[config.mk]
export PLATFORM = sky130hd
export DESIGN_NAME = tvve_seq
export DESIGN_NICKNAME = d
export VERILOG_FILES = /design/src/rtl/tvve_pkg.sv /design/src/rtl/tvve_seq.sv
export SDC_FILE = /design/constraint.sdc
export NUM_CORES = 1
export LEC_CHECK = 0
export BUFFER_PORTS_ARGS = -buffer_cell sky130_fd_sc_hd__buf_2
export CORE_UTILIZATION = 51
export CTS_CLUSTER_DIAMETER = 100
export DETAILED_ROUTE_END_ITERATION = 8
export PLACE_DENSITY = 0.73
export SETUP_SLACK_MARGIN = 0.05
export SKIP_LAST_GASP = 1
export SYNTH_ARGS = -nofsm -noshare
export SYNTH_HDL_FRONTEND = slang
export SYNTH_SLANG_ARGS = --single-unit
export TNS_END_PERCENT = 5
[constraint.sdc]
create_clock -name clock -period 2.2 [get_ports clock]
set_clock_uncertainty 0.1 [all_clocks]
set_input_delay 0.55 -clock clock [delete_from_list [all_inputs] [get_ports clock]]
set_output_delay 0.55 -clock clock [all_outputs]
set_load 0.005 [all_outputs]
[src/rtl/tvve_pkg.sv]
`timescale 1ns / 1ps

package tvve_pkg;

   // request kinds
   localparam logic REQ_WRITE = 1'b0;
   localparam logic REQ_QUERY = 1'b1;

   // register indexes
   localparam logic CSR_GRID_WIDTH  = 1'b0;
   localparam logic CSR_GRID_HEIGHT = 1'b1;

   localparam int CSR_W      = 7;
   localparam int COORD_W    = 6;
   localparam int CELL_W     = 8;
   localparam int ENERGY_W   = 14;
   localparam int ENERGY_MAX = 8191;
   localparam int ENERGY_MIN = -8192;

   localparam logic [CSR_W-1:0] GRID_RESET = 7'd64;

   typedef struct packed {
      logic idle;      // ready for a new transaction
      logic acc_clr;   // clear accumulator
      logic acc_add;   // read data valid, add it
      logic done;      // result ready to hand over
      logic bad;       // site outside grid
   } seq_ctrl_type;

endpackage

[src/rtl/tvve_seq.sv]
`timescale 1ns / 1ps

module tvve_seq #(
   parameter int MAX_WIDTH     = 64,
   parameter int MAX_HEIGHT    = 64,
   parameter int WINDOW_RADIUS = 2,
   parameter int XW            = 6,
   parameter int YW            = 6,
   parameter int ADDR_W        = 12
) (
   input  logic                              clock,
   input  logic                              reset,
   input  logic                              start,
   input  logic [tvve_pkg::COORD_W-1:0]      site_x,
   input  logic [tvve_pkg::COORD_W-1:0]      site_y,
   input  logic [XW:0]                       w_eff,
   input  logic [YW:0]                       h_eff,
   input  logic                              out_free,
   output logic                              rd_en,
   output logic [ADDR_W-1:0]                 rd_addr,
   output tvve_pkg::seq_ctrl_type            ctrl
);

   localparam int SPAN  = 2 * WINDOW_RADIUS + 1;
   localparam int CNT_W = $clog2(SPAN);

   localparam logic [2:0] S_IDLE = 3'd0;
   localparam logic [2:0] S_PREP = 3'd1;
   localparam logic [2:0] S_SCAN = 3'd2;
   localparam logic [2:0] S_LAST = 3'd3;
   localparam logic [2:0] S_DONE = 3'd4;

   logic [2:0]       state_ff, state_in;
   logic [XW-1:0]    ex_ff, ex_in;
   logic [YW-1:0]    ey_ff, ey_in;
   logic [YW-1:0]    ey0_ff, ey0_in;
   logic [CNT_W-1:0] col_ff, col_in;
   logic [CNT_W-1:0] row_ff, row_in;
   logic             bad_ff, bad_in;
   logic             add_ff;

   logic [XW-1:0] ex_dec, ex_inc;
   logic [YW-1:0] ey_dec, ey_inc;
   logic          bad_site;

   // wrapped unit steps
   always_comb begin
      ex_dec = (ex_ff == '0) ? XW'(w_eff - 1'b1) : XW'(ex_ff - 1'b1);
      ex_inc = ({1'b0, ex_ff} == w_eff - 1'b1) ? '0 : XW'(ex_ff + 1'b1);
      ey_dec = (ey_ff == '0) ? YW'(h_eff - 1'b1) : YW'(ey_ff - 1'b1);
      ey_inc = ({1'b0, ey_ff} == h_eff - 1'b1) ? '0 : YW'(ey_ff + 1'b1);
   end

   assign bad_site = (32'(site_x) >= 32'(w_eff)) || (32'(site_y) >= 32'(h_eff));

   always_comb begin
      state_in = state_ff;
      ex_in    = ex_ff;
      ey_in    = ey_ff;
      ey0_in   = ey0_ff;
      col_in   = col_ff;
      row_in   = row_ff;
      bad_in   = bad_ff;
      unique case (state_ff)
         S_IDLE: begin
            if (start) begin
               ex_in  = XW'(site_x);
               ey_in  = YW'(site_y);
               col_in = '0;
               row_in = '0;
               bad_in = bad_site;
               state_in = bad_site ? S_DONE : S_PREP;
            end
         end
         S_PREP: begin
            // walk back to the window corner, one step per cycle
            ex_in  = ex_dec;
            ey_in  = ey_dec;
            ey0_in = ey_dec;
            col_in = CNT_W'(col_ff + 1'b1);
            if (32'(col_ff) == WINDOW_RADIUS - 1) begin
               col_in   = '0;
               state_in = S_SCAN;
            end
         end
         S_SCAN: begin
            if (32'(row_ff) == SPAN - 1) begin
               row_in = '0;
               ey_in  = ey0_ff;
               ex_in  = ex_inc;
               col_in = CNT_W'(col_ff + 1'b1);
               if (32'(col_ff) == SPAN - 1) begin
                  state_in = S_LAST;
               end
            end else begin
               row_in = CNT_W'(row_ff + 1'b1);
               ey_in  = ey_inc;
            end
         end
         S_LAST: begin
            state_in = S_DONE;
         end
         S_DONE: begin
            if (out_free) begin
               state_in = S_IDLE;
            end
         end
         default: begin
            state_in = S_IDLE;
         end
      endcase
   end

   always_ff @(posedge clock) begin
      if (reset) begin
         state_ff <= S_IDLE;
         add_ff   <= 1'b0;
      end else begin
         state_ff <= state_in;
         add_ff   <= rd_en;
      end
      ex_ff  <= ex_in;
      ey_ff  <= ey_in;
      ey0_ff <= ey0_in;
      col_ff <= col_in;
      row_ff <= row_in;
      bad_ff <= bad_in;
   end

   assign rd_en   = (state_ff == S_SCAN);
   assign rd_addr = ADDR_W'(ADDR_W'(ex_ff) * ADDR_W'(MAX_HEIGHT) + ADDR_W'(ey_ff));

   always_comb begin
      ctrl.idle    = (state_ff == S_IDLE);
      ctrl.acc_clr = (state_ff == S_IDLE) && start;
      ctrl.acc_add = add_ff;
      ctrl.done    = (state_ff == S_DONE);
      ctrl.bad     = bad_ff;
   end

endmodule

==> qor.yml <==
power:
  p_seq_frac: 0.312
  irDropWorstVdd_mv: 0.432
  switching_share: 0.434
  power_leakage_uw: 0.00163
  p_per_area_nw_per_um2: 1150
  p_comb_frac: 0.581
  power.internal_uw: 2320
  switchingPower_uw: 1780
  p_clk_frac: 0.108
synthesis:
  yosysSeqAreaShare: 0.314
  synth_common_cells: "27 x inv_1, 25 x edfxtp_1, 24 x ha_1"
  yosys.area.top_type_share: 0.284
  netlist_area_um2: 2640
  yosys_warnings: 0
  synthTopCellsByArea: "edfxtp_1 28%, ha_1 11%, xnor2_1 5.3%"
  post_synth.cell_area_avg_um2: 9.02
  ys_types: 58
  synth_ff_type: "edfxtp_1"
  synth_edf_count: 25
  yosys.area.top_type: "edfxtp_1"
  yosysMostFrequentCell: "inv_1"
  ys_seq_elements: 29
  synth_nets: 347
  syn_inst: 293
  synth-async-reset-ratio: 0
clocking:
  ctsHoldBuffers: 0
  worst_skew_pair.late_latency_ns: 0.29
  cts_tree: "done"
  cts_buffers: 5
  root_buffer: "clkbuf_8"
  ctsHtreeMaxLevel: 2
  clock-sinks: 29
  clk_pin_slew_worst_paths_ns: 0.07
  clockBufferDepth: 2
sta:
  setup_viol: 1
  finalMaxSlewViolations: 0
  fin_crit_sh: 1.01
  rsz0062_at_grt: "yes"
  slew_headroom: 0.688
  hold_violations: 0
  finalCriticalPeriod_ns: 2.23
  worst_pin_slew_ns: 0.464
  fmax_mhz: 448
  fin_ws_ns: -0.0314
layout:
  fin_nets: 446
  seqCellArea_um2: 831
  final_area_um2: 3570
  instances_no_fill: 460
  multi_input_area_um2: 1750
  n_fill_cell: 354
  areaGrowthSynthToFinish_pct: 35.1
  utilization: 0.736
  n_antenna_cell: 0
  layout-drive-gt1-share: 0.366
outcome:
  outcome: "finished with violations"
  violations: "setup timing"
drt:
  via_per_inst: 5.64
  detail_route.wl_per_cell_um: 15.2
  num_vias: 2596
  drt_iter0_drc: 165
  drc: 0
  first_pass_iters: 4
  antenna_left: 0
  wirelength_um: 7000
floorplanning:
  rows: 25
  pin_count: 48
  coreArea_um2: 4850
  initial_core_util: 0.545
  die-area_um2: 5470
  die_x_um: 74.0
  fp.dieH_um: 74.0
placed_design:
  placedCellCount: 447
  portBuffers: 47
  dpl_cell_area_um2: 3300
  gp_congestion: 0.946
  hpwl_um: 5260
  pre_cts_ws_ns: -0.497
grt:
  antenna_found_initial: 0
  grt_pass1_vias: 2354
  overflow: 0
  grt_pass1_wl_um: 11000
  grt_max_degree: 20
  grt_use_total: 0.269
critical_path:
  worstPathRequired_ns: 2.14
  setup.worst_path.class: "in -> reg"
  cp-start-kind: "primary input"
  cp_data_arrival_time_ns: 2.17
  critPathMaxFanout: 5
  endpoint_kind: "flip-flop"
flow_run:
  cap_viol_max_count: 0
min_path:
  min_path_type: "in -> reg"
[repair_timing]
action,in CTS,in global routing
setup buffers,1,4
resized for setup,17,17
pin swaps,11,14
endpoints found under the setup margin,13,18
[kinds of logic (layout without fill, tap and decap cells)]
group,count (synthesis),after routing,synth area share
XOR/XNOR,31,31,0.111
buffers and inverters,43,143,0.0677
AO/OA/AOI/OAI,68,68,0.180
flip-flops,29,29,0.314
multiplexers,4,4,0.0161
adder cells (fa/ha/maj),25,25,0.117
AND/OR/NAND/NOR,93,93,0.193
[final timing paths]
| path | cells after the start | endpoint | slack (ns) | start |
|---|---|---|---|---|
| max reg2reg | 8 | ey_ff[2]$_DFFE_PP_ | 0 | ey_ff[0]$_DFFE_PP_ |
| max | 9 | ey_ff[0]$_DFFE_PP_ | -0.03 | h_eff[0] |
| min | 2 | add_ff$_SDFF_PP0_ | 0.39 | reset |
| min reg2reg | 1 | row_ff[0]$_SDFFCE_PN0P_ | 0.50 | row_ff[0]$_SDFFCE_PN0P_ |
[layout make-up]
cell class / instances / share of cell area
clock buffers: 5 / 0.0193
clock inverters: 3 / 0.00491
inverters: 28 / 0.0326
multi-input cells: 221 / 0.489
flip-flops and latches: 29 / 0.233
well taps: 67 / 0.0235
repair buffers: 107 / 0.198
[sequential cells by signal, indices dropped and copies added, names as in the netlist]
name and flops:
ex_ff 6, bad_ff 1, row_ff 3, state_ff 3, ey_ff 6, ey0_ff 6
col_ff 3, add_ff 1
[critical path, cell delays in order]
cell and delay (ns):
buf_8 0.09, inv_6 0.03, ha_4 0.16, xnor2_2 0.14
xnor2_1 0.13, or3_4 0.35, nor4_4 0.21, a21oi_2 0.14
a221o_1 0.36
[stage by stage]
step | hold WS, ns | TNS [ns] | total power, uW
detailed placement | 0.494 | -5.80 | 3500
floorplan | 0.458 | -2.25 | 2630
global route | 0.394 | -0.771 | 4400
global placement | 0.479 | -4.97 | 3450
CTS | 0.377 | -0.790 | 3990
finish | 0.387 | -0.0314 | 4100
[per-layer routing]
metal | share of wire | GRT usage
met5 | 0 | 0
met1 | 0.45 | 0.381
met4 | 0.023 | 0.0983
met2 | 0.46 | 0.426
met3 | 0.062 | 0.0298
[cell usage in the layout (no fill, tap or decap), drive strengths merged, types with 3 or more instances in the layout]
cell type    n
nor3        14
nand2b       6
nor2        16
xnor2       17
xor2        13
nand3       17
a21oi       12
nor4         4
dfxtp        4
a22o         6
edfxtp      25
buf        107
nand2       14
clkinv       3
ha          24
nor2b        4
clkbuf       5
a21o         5
inv         27
o211ai       3
a22oi        4
a221o        5
and3         4
nor3b        3
o21ai       16
[power groups by stage]
stage / Clock (uW) / Combinational, uW / Sequential [uW]
5_1_grt: 462 / 2620 / 1320
4_1_cts: 442 / 2290 / 1260
2_1_floorplan: 0 / 1460 / 1170
3_5_place_dp: 0 / 2230 / 1270
6_report: 441 / 2380 / 1280
3_3_place_gp: 0 / 2180 / 1260
(Power assumes the default switching activity.)
